## config.mk

```make
export PLATFORM = sky130hd
export DESIGN_NAME = axis_cascade_pid
export DESIGN_NICKNAME = d
export VERILOG_FILES = /design/src/hw/rtl/axcp_pkg.sv /design/src/hw/rtl/axcp_regs.sv /design/src/hw/rtl/axcp_state.sv /design/src/hw/rtl/axcp_mac.sv /design/src/hw/rtl/axis_cascade_pid.sv
export SDC_FILE = /design/constraint.sdc
export NUM_CORES = 2
export LEC_CHECK = 0
export ABC_AREA = 1
export BUFFER_PORTS_ARGS = -buffer_cell sky130_fd_sc_hd__buf_2
export CAP_MARGIN = 5
export CORE_MARGIN = 8
export CORE_UTILIZATION = 30
export DETAILED_ROUTE_END_ITERATION = 16
export GPL_TIMING_DRIVEN = 0
export PLACE_DENSITY = 0.5
export SLEW_MARGIN = 20
export SYNTH_ARGS = -nofsm -noshare
export SYNTH_HDL_FRONTEND = slang
export SYNTH_SLANG_ARGS = --single-unit
```

## constraint.sdc

```tcl
create_clock -name clk_i -period 8.4 [get_ports clk_i]
set_clock_uncertainty 0.2 [all_clocks]
set_input_delay 0.42 -clock clk_i [delete_from_list [all_inputs] [get_ports clk_i]]
set_output_delay 0.42 -clock clk_i [all_outputs]
set_load 0.02 [all_outputs]
```

## src/hw/rtl/axcp_pkg.sv

```systemverilog
// axcp_pkg: shared types and constants of the cascaded pid axis controller
// no dependencies; used by every module of the block
`default_nettype none

package axcp_pkg;

  localparam int GAIN_BITS     = 16;
  localparam int LIMIT_BITS    = 23;
  localparam int LOAD_BITS     = 24;
  localparam int DRIVE_BITS    = 32;
  localparam int REQ_BITS      = 2;
  localparam int REG_ADDR_BITS = 3;

  // request codes
  localparam logic [REQ_BITS-1:0] REQ_ANGLE = 2'd0;
  localparam logic [REQ_BITS-1:0] REQ_RATE  = 2'd1;
  localparam logic [REQ_BITS-1:0] REQ_LOAD  = 2'd2;

  // register indexes
  localparam logic [REG_ADDR_BITS-1:0] REG_ANGLE_KP = 3'd0;
  localparam logic [REG_ADDR_BITS-1:0] REG_ANGLE_KI = 3'd1;
  localparam logic [REG_ADDR_BITS-1:0] REG_ANGLE_KD = 3'd2;
  localparam logic [REG_ADDR_BITS-1:0] REG_RATE_KP  = 3'd3;
  localparam logic [REG_ADDR_BITS-1:0] REG_RATE_KI  = 3'd4;
  localparam logic [REG_ADDR_BITS-1:0] REG_RATE_KD  = 3'd5;
  localparam logic [REG_ADDR_BITS-1:0] REG_LIMIT    = 3'd6;

  localparam logic [LIMIT_BITS-1:0] LIMIT_RESET = 23'd1920;

  typedef struct packed {
    logic signed [GAIN_BITS-1:0] angle_kp;
    logic signed [GAIN_BITS-1:0] angle_ki;
    logic signed [GAIN_BITS-1:0] angle_kd;
    logic signed [GAIN_BITS-1:0] rate_kp;
    logic signed [GAIN_BITS-1:0] rate_ki;
    logic signed [GAIN_BITS-1:0] rate_kd;
  } axcp_gains_t;

  // result flags, loop_kind in the lowest bit
  typedef struct packed {
    logic clamped;
    logic loop_kind;
  } axcp_flags_t;

endpackage

`default_nettype wire

```

## src/hw/rtl/axcp_regs.sv

```systemverilog
// axcp_regs: gain and integral limit configuration registers
// depends on axcp_pkg
`default_nettype none

module axcp_regs (
  input  wire logic                                  clk_i,
  input  wire logic                                  rst_ni,
  input  wire logic                                  cfg_we_i,
  input  wire logic [axcp_pkg::REG_ADDR_BITS-1:0]    cfg_addr_i,
  input  wire logic [axcp_pkg::LIMIT_BITS-1:0]       cfg_data_i,
  output axcp_pkg::axcp_gains_t                      gains_o,
  output logic [axcp_pkg::LIMIT_BITS-1:0]            limit_o
);

  axcp_pkg::axcp_gains_t                 gains_q;
  logic [axcp_pkg::LIMIT_BITS-1:0]       limit_q;
  logic signed [axcp_pkg::GAIN_BITS-1:0] gain_wr;

  assign gain_wr = $signed(cfg_data_i[axcp_pkg::GAIN_BITS-1:0]);

  always_ff @(posedge clk_i or negedge rst_ni) begin
    if (!rst_ni) begin
      gains_q <= '0;
      limit_q <= axcp_pkg::LIMIT_RESET;
    end else if (cfg_we_i) begin
      case (cfg_addr_i)
        axcp_pkg::REG_ANGLE_KP: gains_q.angle_kp <= gain_wr;
        axcp_pkg::REG_ANGLE_KI: gains_q.angle_ki <= gain_wr;
        axcp_pkg::REG_ANGLE_KD: gains_q.angle_kd <= gain_wr;
        axcp_pkg::REG_RATE_KP:  gains_q.rate_kp  <= gain_wr;
        axcp_pkg::REG_RATE_KI:  gains_q.rate_ki  <= gain_wr;
        axcp_pkg::REG_RATE_KD:  gains_q.rate_kd  <= gain_wr;
        axcp_pkg::REG_LIMIT:    limit_q          <= cfg_data_i;
        default: ;
      endcase
    end
  end

  assign gains_o = gains_q;
  assign limit_o = limit_q;

endmodule

`default_nettype wire

```

## src/hw/rtl/axcp_state.sv

```systemverilog
// axcp_state: input register, error forming, integral update with clamp,
// loop state and the operand register feeding the multipliers; uses axcp_pkg
`default_nettype none

module axcp_state #(
  parameter int SIGNAL_BITS   = 16,
  parameter int INTEGRAL_BITS = 24
) (
  input  wire logic                                  clk_i,
  input  wire logic                                  rst_ni,
  input  wire logic                                  in_valid_i,
  output logic                                       in_ready_o,
  input  wire logic [axcp_pkg::REQ_BITS-1:0]         req_type_i,
  input  wire logic signed [SIGNAL_BITS-1:0]         setpoint_i,
  input  wire logic signed [SIGNAL_BITS-1:0]         measured_value_i,
  input  wire logic signed [SIGNAL_BITS-1:0]         gyro_rate_i,
  input  wire logic signed [axcp_pkg::LOAD_BITS-1:0] integral_load_i,
  input  wire axcp_pkg::axcp_gains_t                 gains_i,
  input  wire logic [axcp_pkg::LIMIT_BITS-1:0]       limit_i,
  input  wire logic                                  down_ready_i,
  output logic                                       op_valid_o,
  output logic signed [axcp_pkg::GAIN_BITS-1:0]      gain_p_o,
  output logic signed [axcp_pkg::GAIN_BITS-1:0]      gain_i_o,
  output logic signed [axcp_pkg::GAIN_BITS-1:0]      gain_d_o,
  output logic signed [SIGNAL_BITS:0]                op_p_o,
  output logic signed [INTEGRAL_BITS-1:0]            op_i_o,
  output logic signed [SIGNAL_BITS+1:0]              op_d_o,
  output axcp_pkg::axcp_flags_t                      flags_o
);

  localparam int EW = SIGNAL_BITS + 1;
  localparam int DW = SIGNAL_BITS + 2;
  localparam int IB = INTEGRAL_BITS;
  localparam int SW = ((IB > EW) ? IB : EW) + 1;
  localparam int CW = (SW > axcp_pkg::LOAD_BITS + 1) ? SW : axcp_pkg::LOAD_BITS + 1;

  // input stage
  logic                                  v1_q;
  logic [axcp_pkg::REQ_BITS-1:0]         kind1_q;
  logic signed [SIGNAL_BITS-1:0]         sp1_q, meas1_q, gyro1_q;
  logic signed [axcp_pkg::LOAD_BITS-1:0] ld1_q;

  // loop state
  logic signed [IB-1:0] ang_int_q, rate_int_q;
  logic signed [EW-1:0] prev_err_q;

  // operand stage
  logic                                  v2_q;
  logic signed [axcp_pkg::GAIN_BITS-1:0] gp_q, gi_q, gd_q;
  logic signed [EW-1:0]                  op_p_q;
  logic signed [IB-1:0]                  op_i_q;
  logic signed [DW-1:0]                  op_d_q;
  axcp_pkg::axcp_flags_t                 flags_q;

  logic en1, en2, fire1, fire2, is_rate, is_step;
  logic signed [EW-1:0] err_a, err_r, err_sel;
  logic signed [DW-1:0] d_r;
  logic signed [IB-1:0] acc_sel, new_int, ld_sat;
  logic signed [CW-1:0] sum_c, lim_c, imax_c, imin_c, lim_eff, int_c, ld_c, lds_c;
  logic                 hit;

  assign en2        = !v2_q || down_ready_i;
  assign en1        = !v1_q || en2;
  assign in_ready_o = en1;
  assign fire1      = in_valid_i && en1;
  assign fire2      = v1_q && en2;
  assign is_rate    = (kind1_q == axcp_pkg::REQ_RATE);
  assign is_step    = (kind1_q == axcp_pkg::REQ_ANGLE) || is_rate;

  always_comb begin
    err_a   = EW'(meas1_q) - EW'(sp1_q);
    err_r   = EW'(gyro1_q) - EW'(sp1_q);
    d_r     = DW'(err_r) - DW'(prev_err_q);
    err_sel = is_rate ? err_r : err_a;
    acc_sel = is_rate ? rate_int_q : ang_int_q;

    imax_c  = $signed({{(CW-IB+1){1'b0}}, {(IB-1){1'b1}}});
    imin_c  = $signed({{(CW-IB+1){1'b1}}, {(IB-1){1'b0}}});
    lim_c   = $signed({{(CW-axcp_pkg::LIMIT_BITS){1'b0}}, limit_i});
    lim_eff = (lim_c > imax_c) ? imax_c : lim_c;

    sum_c = CW'(acc_sel) + CW'(err_sel);
    hit   = (sum_c > lim_eff);
    if (hit) begin
      int_c = lim_eff;
    end else if (sum_c < imin_c) begin
      int_c = imin_c;
    end else begin
      int_c = sum_c;
    end
    new_int = int_c[IB-1:0];

    ld_c = CW'(ld1_q);
    if (ld_c > imax_c) begin
      lds_c = imax_c;
    end else if (ld_c < imin_c) begin
      lds_c = imin_c;
    end else begin
      lds_c = ld_c;
    end
    ld_sat = lds_c[IB-1:0];
  end

  always_ff @(posedge clk_i or negedge rst_ni) begin
    if (!rst_ni) begin
      v1_q       <= 1'b0;
      v2_q       <= 1'b0;
      ang_int_q  <= '0;
      rate_int_q <= '0;
      prev_err_q <= '0;
    end else begin
      if (en1) begin
        v1_q <= in_valid_i;
      end
      if (en2) begin
        v2_q <= v1_q && is_step;
      end
      if (fire2) begin
        case (kind1_q)
          axcp_pkg::REQ_ANGLE: ang_int_q <= new_int;
          axcp_pkg::REQ_RATE: begin
            rate_int_q <= new_int;
            prev_err_q <= err_r;
          end
          axcp_pkg::REQ_LOAD:  ang_int_q <= ld_sat;
          default: ;
        endcase
      end
    end
  end

  always_ff @(posedge clk_i) begin
    if (fire1) begin
      kind1_q <= req_type_i;
      sp1_q   <= setpoint_i;
      meas1_q <= measured_value_i;
      gyro1_q <= gyro_rate_i;
      ld1_q   <= integral_load_i;
    end
    if (fire2) begin
      gp_q              <= is_rate ? gains_i.rate_kp : gains_i.angle_kp;
      gi_q              <= is_rate ? gains_i.rate_ki : gains_i.angle_ki;
      gd_q              <= is_rate ? gains_i.rate_kd : gains_i.angle_kd;
      op_p_q            <= err_sel;
      op_i_q            <= new_int;
      op_d_q            <= is_rate ? d_r : DW'(gyro1_q);
      flags_q.loop_kind <= is_rate;
      flags_q.clamped   <= hit;
    end
  end

  assign op_valid_o = v2_q;
  assign gain_p_o   = gp_q;
  assign gain_i_o   = gi_q;
  assign gain_d_o   = gd_q;
  assign op_p_o     = op_p_q;
  assign op_i_o     = op_i_q;
  assign op_d_o     = op_d_q;
  assign flags_o    = flags_q;

  // a load or unused request never reaches the multipliers
  a_no_result_for_load: assert property (@(posedge clk_i) disable iff (!rst_ni)
    (fire2 && !is_step) |=> !v2_q)
    else $error("non-step request produced an operand beat");

  // a rate step leaves its error as the previous rate error
  a_prev_err_update: assert property (@(posedge clk_i) disable iff (!rst_ni)
    (fire2 && is_rate) |=> (prev_err_q == op_p_q))
    else $error("previous rate error not updated");

endmodule

`default_nettype wire

```

## src/hw/rtl/axcp_mac.sv

```systemverilog
// axcp_mac: gain products, signed sum and 32-bit saturation into the
// output register; depends on axcp_pkg
`default_nettype none

module axcp_mac #(
  parameter int SIGNAL_BITS   = 16,
  parameter int INTEGRAL_BITS = 24
) (
  input  wire logic                                  clk_i,
  input  wire logic                                  rst_ni,
  input  wire logic                                  op_valid_i,
  output logic                                       op_ready_o,
  input  wire logic signed [axcp_pkg::GAIN_BITS-1:0] gain_p_i,
  input  wire logic signed [axcp_pkg::GAIN_BITS-1:0] gain_i_i,
  input  wire logic signed [axcp_pkg::GAIN_BITS-1:0] gain_d_i,
  input  wire logic signed [SIGNAL_BITS:0]           op_p_i,
  input  wire logic signed [INTEGRAL_BITS-1:0]       op_i_i,
  input  wire logic signed [SIGNAL_BITS+1:0]         op_d_i,
  input  wire axcp_pkg::axcp_flags_t                 flags_i,
  output logic                                       out_valid_o,
  input  wire logic                                  out_ready_i,
  output logic signed [axcp_pkg::DRIVE_BITS-1:0]     drive_o,
  output axcp_pkg::axcp_flags_t                      flags_o
);

  localparam int GB  = axcp_pkg::GAIN_BITS;
  localparam int OB  = axcp_pkg::DRIVE_BITS;
  localparam int PPW = GB + SIGNAL_BITS + 1;
  localparam int PIW = GB + INTEGRAL_BITS;
  localparam int PDW = GB + SIGNAL_BITS + 2;
  localparam int AW  = ((PDW > PIW) ? PDW : PIW) + 2;

  logic                   v3_q, vo_q;
  logic signed [PPW-1:0]  prod_p_q;
  logic signed [PIW-1:0]  prod_i_q;
  logic signed [PDW-1:0]  prod_d_q;
  axcp_pkg::axcp_flags_t  flags3_q, flags_out_q;
  logic signed [OB-1:0]   drive_q;

  logic                   en_out, en3;
  logic signed [AW-1:0]   sum, max_c, min_c, sat;

  assign en_out     = !vo_q || out_ready_i;
  assign en3        = !v3_q || en_out;
  assign op_ready_o = en3;

  always_comb begin
    max_c = $signed({{(AW-OB+1){1'b0}}, {(OB-1){1'b1}}});
    min_c = $signed({{(AW-OB+1){1'b1}}, {(OB-1){1'b0}}});
    sum   = AW'(prod_p_q) - AW'(prod_i_q) + AW'(prod_d_q);
    if (sum > max_c) begin
      sat = max_c;
    end else if (sum < min_c) begin
      sat = min_c;
    end else begin
      sat = sum;
    end
  end

  always_ff @(posedge clk_i or negedge rst_ni) begin
    if (!rst_ni) begin
      v3_q <= 1'b0;
      vo_q <= 1'b0;
    end else begin
      if (en3) begin
        v3_q <= op_valid_i;
      end
      if (en_out) begin
        vo_q <= v3_q;
      end
    end
  end

  always_ff @(posedge clk_i) begin
    if (op_valid_i && en3) begin
      prod_p_q <= PPW'(gain_p_i) * PPW'(op_p_i);
      prod_i_q <= PIW'(gain_i_i) * PIW'(op_i_i);
      prod_d_q <= PDW'(gain_d_i) * PDW'(op_d_i);
      flags3_q <= flags_i;
    end
    if (v3_q && en_out) begin
      drive_q     <= sat[OB-1:0];
      flags_out_q <= flags3_q;
    end
  end

  assign out_valid_o = vo_q;
  assign drive_o     = drive_q;
  assign flags_o     = flags_out_q;

  // a product beat moving on always lands in the output register
  a_products_to_output: assert property (@(posedge clk_i) disable iff (!rst_ni)
    (v3_q && en_out) |=> vo_q)
    else $error("product beat lost");

  // the pipeline only stalls behind a full output register
  a_stall_needs_full_out: assert property (@(posedge clk_i) disable iff (!rst_ni)
    !op_ready_o |-> (vo_q && !out_ready_i))
    else $error("product stage stalled with output free");

endmodule

`default_nettype wire

```

## src/hw/rtl/axis_cascade_pid.sv

```systemverilog
// axis_cascade_pid: top level of one axis of the angle/rate pid controller
// instantiates axcp_regs, axcp_state and axcp_mac; depends on axcp_pkg
//
// Takes one input beat per clock unless the output stalls; each accepted angle
// step (req_type 0) or rate step (1) gives one registered result beat; a load
// step (2) only writes the angle integral and an unused type is dropped, both
// without a result beat. The rate is kept by the combinational add-and-clamp
// of each integral; the three gain products sit in their own register stage
// ahead of the sum and 32-bit saturation. Integrals clamp above at
// integral_limit and saturate below at the accumulator range.
`default_nettype none

module axis_cascade_pid #(
  parameter int SIGNAL_BITS   = 16,
  parameter int INTEGRAL_BITS = 24
) (
  input  wire logic                               clk_i,
  input  wire logic                               rst_ni,
  input  wire logic                               cfg_we_i,
  input  wire logic [axcp_pkg::REG_ADDR_BITS-1:0] cfg_addr_i,
  input  wire logic [axcp_pkg::LIMIT_BITS-1:0]    cfg_data_i,
  input  wire logic                               s_axis_tvalid,
  output logic                                    s_axis_tready,
  // setpoint, measured_value, gyro_rate, integral_load, zero fill
  input  wire logic [((3*SIGNAL_BITS+axcp_pkg::LOAD_BITS+7)/8)*8-1:0] s_axis_tdata,
  // req_type
  input  wire logic [axcp_pkg::REQ_BITS-1:0]      s_axis_tuser,
  output logic                                    m_axis_tvalid,
  input  wire logic                               m_axis_tready,
  // drive
  output logic [axcp_pkg::DRIVE_BITS-1:0]         m_axis_tdata,
  // loop_kind, clamped
  output logic [1:0]                              m_axis_tuser
);

  localparam int SB = SIGNAL_BITS;
  localparam int LB = axcp_pkg::LOAD_BITS;

  axcp_pkg::axcp_gains_t                 gains;
  logic [axcp_pkg::LIMIT_BITS-1:0]       limit;
  logic                                  op_valid, op_ready;
  logic signed [axcp_pkg::GAIN_BITS-1:0] gain_p, gain_i, gain_d;
  logic signed [SB:0]                    op_p;
  logic signed [INTEGRAL_BITS-1:0]       op_i;
  logic signed [SB+1:0]                  op_d;
  axcp_pkg::axcp_flags_t                 op_flags, out_flags;
  logic signed [axcp_pkg::DRIVE_BITS-1:0] drive;

  axcp_regs u_regs (
    .clk_i      (clk_i),
    .rst_ni     (rst_ni),
    .cfg_we_i   (cfg_we_i),
    .cfg_addr_i (cfg_addr_i),
    .cfg_data_i (cfg_data_i),
    .gains_o    (gains),
    .limit_o    (limit)
  );

  axcp_state #(
    .SIGNAL_BITS   (SIGNAL_BITS),
    .INTEGRAL_BITS (INTEGRAL_BITS)
  ) u_state (
    .clk_i            (clk_i),
    .rst_ni           (rst_ni),
    .in_valid_i       (s_axis_tvalid),
    .in_ready_o       (s_axis_tready),
    .req_type_i       (s_axis_tuser),
    .setpoint_i       ($signed(s_axis_tdata[SB-1:0])),
    .measured_value_i ($signed(s_axis_tdata[2*SB-1:SB])),
    .gyro_rate_i      ($signed(s_axis_tdata[3*SB-1:2*SB])),
    .integral_load_i  ($signed(s_axis_tdata[3*SB+LB-1:3*SB])),
    .gains_i          (gains),
    .limit_i          (limit),
    .down_ready_i     (op_ready),
    .op_valid_o       (op_valid),
    .gain_p_o         (gain_p),
    .gain_i_o         (gain_i),
    .gain_d_o         (gain_d),
    .op_p_o           (op_p),
    .op_i_o           (op_i),
    .op_d_o           (op_d),
    .flags_o          (op_flags)
  );

  axcp_mac #(
    .SIGNAL_BITS   (SIGNAL_BITS),
    .INTEGRAL_BITS (INTEGRAL_BITS)
  ) u_mac (
    .clk_i       (clk_i),
    .rst_ni      (rst_ni),
    .op_valid_i  (op_valid),
    .op_ready_o  (op_ready),
    .gain_p_i    (gain_p),
    .gain_i_i    (gain_i),
    .gain_d_i    (gain_d),
    .op_p_i      (op_p),
    .op_i_i      (op_i),
    .op_d_i      (op_d),
    .flags_i     (op_flags),
    .out_valid_o (m_axis_tvalid),
    .out_ready_i (m_axis_tready),
    .drive_o     (drive),
    .flags_o     (out_flags)
  );

  assign m_axis_tdata = drive;
  assign m_axis_tuser = out_flags;

  // input back-pressure only appears behind a waiting result beat
  a_ready_low_needs_result: assert property (@(posedge clk_i) disable iff (!rst_ni)
    !s_axis_tready |-> m_axis_tvalid)
    else $error("input stalled with no result beat pending");

endmodule

`default_nettype wire

```

# Yosys cells after proc, flatten, opt, wreduce, memory -nomap -nowiden
# Cells that the tools add are included.
# Widths: inputs -> output; s select.
[totals]
inputBits = 105
ram_bits = 0
latchBits = 0
memories = 0
reg_bits = 514
word_cells = 96
romBits = 0
output_inout_bits = 36
[op_classes]
shift = 0
bitwise = 0
n_eq_ne = 8
add_sub_neg = 6
n_div = 0
muxes = 12
multipliers = 3
reduce_logical = 26
magnitude_cmp = 6
[ops]
columns = ["op", "n"]
rows = [
  ["$mux 24", 5],
  ["$mux 16", 3],
  ["$pmux 24 s2", 1],
  ["$add 41x34->42", 1],
  ["$gt 42x32->1 const B", 1],
  ["$lt 42x32->1 const B", 1],
  ["$sub 33x40->41", 1],
  ["$mul 16x24->40", 1],
  ["$mul 16x18->34", 1],
  ["$sub 16x16->17", 2],
  ["$mul 16x17->33", 1],
  ["$mux 32", 1],
  ["$add 24x17->25", 1],
  ["$gt 25x24->1", 1],
  ["$lt 25x24->1 const B", 1],
  ["$gt 24x24->1 const B", 1],
  ["$lt 24x24->1 const B", 1],
  ["$mux 18", 1],
  ["$reduce_and 2->1", 9],
  ["$sub 17x17->18", 1],
  ["$mux 17", 1],
  ["$eq 3x3->1 const B", 3],
  ["$eq 3x2->1 const B", 2],
  ["$logic_and 1x1->1", 5],
  ["other kinds (8)", 15],
]

# Logic depth before layout (Yosys ltp)
[logic_depth]
depth_word = 7
depth_mapped = 41

# Hierarchy
# A second synthesis with hierarchy kept.
[unflattened]
hier_cells = 7910
area_unflattened_um2 = 64800.9
[modules_own_cells]
columns = ["mod", "cells_each", "instances", "seq_area_each_um2", "area_each_um2"]
rows = [
  ["axcp_mac", 5580, 1, 4344.2, 45044.5],
  ["axcp_state", 1806, 1, 7171.9, 15000.6],
  ["axcp_regs", 524, 1, 2982.9, 4755.8],
]

# Worst setup path after synthesis
# OpenSTA, ideal clock, no wires.
[synth_timing]
kind = "register to register"
start = "reg u_state.gp_q, in the netlist u_state.gain_p_o[1]"
end = "reg u_mac.prod_p_q[29] (data pin)"
t_required_ns = 7.938
stages_incl_launch_ff = 26
arrival_time_ns = 6.032
path_slack_ns = 1.906
setup_time_ns = 0.262
synth_period_minus_slack_ns = 6.494
path_buffers = 2
path_cell_list = "edfxtp_1 > clkbuf_1 > clkbuf_1 > nand2_1 > fa_1 > inv_1 > fa_1 > inv_1 > fa_1 > inv_1 > fa_1 > inv_1 > fa_1 > inv_1 > fa_1 > ha_1 > a21oi_1 > o21ai_0 > a21oi_1 > o21bai_1 > a21boi_0 > o21ai_0 > a21boi_0 > o21ai_0 > a21oi_1 > xor2_1"
[synth_between]
elab_chain_cells = 1
[synth_rtl]
columns = ["item", "line", "text"]
rows = [
  ["start: declaration", "axcp_state.sv:49", "logic signed [axcp_pkg::GAIN_BITS-1:0] gp_q, gi_q, gd_q;"],
  ["start signal: assignment", "axcp_state.sv:141", "gp_q <= is_rate ? gains_i.rate_kp : gains_i.angle_kp;"],
  ["$mul 16x17->33", "axcp_mac.sv:76", "prod_p_q <= PPW'(gain_p_i) * PPW'(op_p_i);"],
  ["end signal: assignment", "axcp_mac.sv:76", ""],
  ["end: declaration", "axcp_mac.sv:34", "logic signed [PPW-1:0] prod_p_q;"],
]
# No other way between the ends.
# A chain may end at the register's enable or synchronous reset.

# Worst setup path in the final report
[layout_timing]
start = "reg u_state.gi_q, in the netlist u_state.gain_i_o[6]"
end = "reg u_mac.prod_i_q[39] (data pin)"
[layout_between]
elab_chain_cells = 1
[layout_rtl]
columns = ["item", "line", "text"]
rows = [
  ["start: declaration", "axcp_state.sv:49", ""],
  ["start signal: assignment", "axcp_state.sv:142", "gi_q <= is_rate ? gains_i.rate_ki : gains_i.angle_ki;"],
  ["$mul 16x24->40", "axcp_mac.sv:77", "prod_i_q <= PIW'(gain_i_i) * PIW'(op_i_i);"],
  ["end signal: assignment", "axcp_mac.sv:77", ""],
  ["end: declaration", "axcp_mac.sv:35", "logic signed [PIW-1:0] prod_i_q;"],
]
# No other way between the ends.

==> impl_metrics.env <==
export IMPL_outcome="completed"
export IMPL_grt_pass1_wl_mm=299
export IMPL_reg2reg_from="u_state.gain_i_o[6]"
export IMPL_setup_worst_path_class="flip-flop to flip-flop"
export IMPL_crit_chain="clkbuf_1, nand2_1, fa_1, inv_1, fa_1, inv_1, fa_1, fa_1, fa_1, inv_1, fa_1, ha_1, a21oi_1, o21a_1, o21ai_0, nand2_1, nand3_1, nand3_1, nand2_1, a21oi_1, o21ai_1, a21boi_0, o31ai_2, xor2_2"
export IMPL_final_area_mm2=0.0698
export IMPL_finish_utilization=0.337
export IMPL_fp_dieH_um=472
export IMPL_start_kind="flip-flop"
export IMPL_dp_hpwl_mm=163
export IMPL_cp_common_cell="fa_1"
export IMPL_grtUsageTotal=0.173
export IMPL_drtAntennaViolNets=0
export IMPL_cpPeakStageDelay_ps=640
export IMPL_ys_warn_count=0
export IMPL_nets=9087
export IMPL_synth_nets=8804
export IMPL_syn_cell_area_mm2=0.0624
export IMPL_cts_root_buffer="clkbuf_16"
export IMPL_routedWlPerCell_um=18.6
export IMPL_fmax_ghz=0.122
export IMPL_reg2reg_depth=24
export IMPL_drv_slew=0
export IMPL_period_minus_slack_ps=8170
export IMPL_slowest_stage="clkbuf_1"
export IMPL_gp_congestion=0.930
export IMPL_ys_ff_latch=514
export IMPL_hold_path_class="primary input to asynchronous set/reset pin"
export IMPL_core_area_mm2=0.207
export IMPL_area_growth_pct=11.9
export IMPL_synth_top_flop_cell="edfxtp_1"
export IMPL_grt_util_met1=0.244
export IMPL_yosys_area_top_type="fa_1"
export IMPL_start_util=0.301
export IMPL_fin_ws_ps=226
export IMPL_placed_cells=10300
export IMPL_required_ps=8630
export IMPL_avgSynthCellArea_um2=8.53
export IMPL_r2r_end="u_mac.prod_i_q[39]"
export IMPL_tritoncts="done"
export IMPL_drive_gt1_frac=0.0576
export IMPL_synth_top_area_frac=0.316
export IMPL_rrSetupSlack_ps=230
export IMPL_final_common_cell="nand2_1"
export IMPL_cts_buffers=60
export IMPL_final_cell_mix="nand2_1, inv_1, fa_1, ha_1, edfxtp_1"
export IMPL_pre_cts_ws_ps=-269
export IMPL_vias=47000
export IMPL_clockBufferDepth=3
export IMPL_fin_cells=10400
export IMPL_grt_start_max_net_pins=92
export IMPL_drc=0
export IMPL_synth_edff_count=326
export IMPL_use_met2=0.276
export IMPL_ys_types=58
export IMPL_dieArea_mm2=0.223
export IMPL_synth_cells=7316
export IMPL_postCtsSetupRepairBufs=0
export IMPL_fin_crit_sh=0.973
export IMPL_tightest_slew_ps=1120
export IMPL_clk_latency_ps=700
export IMPL_num_rows=167
export IMPL_dpl_instance_area_mm2=0.0669
export IMPL_grt_overflow=0
export IMPL_drt_iter0_markers=3174
export IMPL_grtUsageMet3=0.0235
export IMPL_setup_viol=0
export IMPL_ys_seq_area_frac=0.232
export IMPL_async_flop_share=0.366
export IMPL_cts_sinks=514
export IMPL_ios=141
export IMPL_die_width_um=472
export IMPL_synth_area_top_cells="fa_1, edfxtp_1, nand2_1"
export IMPL_antenna_found_initial=10
export IMPL_clk_pin_slew_worst_paths_ps=70
export IMPL_fill_cells=21700
export IMPL_cp_end_kind="flip-flop"
export IMPL_htreeDepth=2
export IMPL_cap_violations=0
export IMPL_viasPerCell=4.50
export IMPL_top_usage_layer="met2"
export IMPL_slew_headroom=0.244
export IMPL_drtPass1Iterations=5
export IMPL_timing_hold_violations_final=0
export IMPL_wl_mm=194
export IMPL_cp_arrival_ps=8410
export IMPL_portBuffers=140
export IMPL_crit_fanout=10
export IMPL_grt_pass1_vias=49300
-- synthesized netlist by cell type, types with 6 or more instances --
cell type  instances
xnor2_1           72
a21boi_0          11
o22ai_1            6
nand2_2           48
o21bai_1          15
o31ai_1            9
or2_2             47
nor2_1           220
xor2_1           134
a21o_1            14
o211ai_1           6
o21ai_1           10
buf_1              6
nor3_1            19
nor4_1             8
nand2_1         1914
buf_2             13
clkbuf_1         215
a211oi_1           9
nand3_1          169
ha_1             399
fa_1             984
nand4_1           26
buf_4              8
o21ai_0          246
dfrtp_1          184
edfxtp_1         326
a31oi_1           30
inv_1           1869
inv_2              6
nand2_4            6
a21oi_1          234
o21a_1             7
-- per-layer routing --
metal  routed length [µm]  part of all wire  vias up
met5                   38           0.00020        -
li1                     -                 -    22300
met2                85800              0.44     1340
met3                11500             0.059      246
met1                89400              0.46    23100
met4                 7350             0.038        6
-- cell type report --
cell class / instances / area, µm² / area share
Multi-Input combinational cell: 4681 / 39900 / 0.572
Buffer: 229 / 985 / 0.0141
Clock inverter: 36 / 449 / 0.00643
Inverter: 1876 / 7050 / 0.101
Tap cell: 2788 / 3490 / 0.0500
Clock buffer: 78 / 1610 / 0.0230
Sequential cell: 514 / 14500 / 0.208
Antenna cell: 2 / 5.00 / 0.0000717
Timing Repair Buffer: 237 / 1810 / 0.0260
-- cell families (layout without fill, tap and decap cells) --
logic type / after synthesis / count (layout) / synth area share
compound gates: 611 / 611 / 0.0534
xor+xnor: 206 / 206 / 0.0289
fa+ha+maj: 1383 / 1383 / 0.396
buf+inv: 2121 / 2456 / 0.129
flops: 514 / 514 / 0.232
mux: 2 / 2 / 0.000321
other cells: 0 / 2 / 0
simple gates: 2479 / 2479 / 0.161
-- flip-flops by register name, summed over array words and instances, names as in the netlist, 18 cells and up --
name,cells
u_mac.prod_i_q,40
u_mac.prod_d_q,34
u_mac.prod_p_q,33
u_regs.limit_o,23
u_state.ang_int_q,24
u_state.rate_int_q,24
u_state.op_i_o,24
u_mac.drive_o,32
u_regs.gains_o,96
u_state.op_d_o,18
u_state.ld1_q,24
-- critical path: cells and delay by family, from the launching register on --
family | cells | cell delay [ps]
AO/OA/AOI/OAI | 7 | 1830
flip-flops | 1 | 630
adder cells (fa/ha/maj) | 7 | 3310
AND/OR/NAND/NOR | 5 | 690
XOR/XNOR | 1 | 400
buffers and inverters | 4 | 830
-- through the flow --
stage	hold WS, ps	TNS, ps
6_report	61.3	0
5_1_grt	70.3	-13.3
4_1_cts	1.17	0
3_5_place_dp	130	-269
3_3_place_gp	207	-237
2_1_floorplan	-75.6	0
-- how the worst max path moves through the flow --
| stage | start | end | cells past startpoint |
|---|---|---|---|
| finish | u_state.gain_i_o[6] | u_mac.prod_i_q[39] | 24 |
| floorplan | u_state.gain_p_o[1] | u_mac.prod_p_q[29] | 25 |
| global route | u_state.gain_i_o[5] | u_mac.prod_i_q[38] | 25 |
| global placement | u_state.op_i_o[7] | u_mac.prod_i_q[39] | 27 |
| CTS | u_state.op_i_o[16] | u_mac.prod_i_q[39] | 26 |
| detailed placement | u_state.op_i_o[7] | u_mac.prod_i_q[39] | 27 |
-- timing repair --
| action | CTS | global route |
|---|---|---|
| endpoints found under the setup margin | 2 | 5 |
| pin swaps | 0 | 0 |
| endpoints found under the hold margin | 184 | 0 |
| hold buffers | 88 | 0 |
| resized for setup | 10 | 55 |
Power is left out: the tool's default activity adds up to more than one toggle a clock period on the data nets, which glitch-free logic cannot reach.
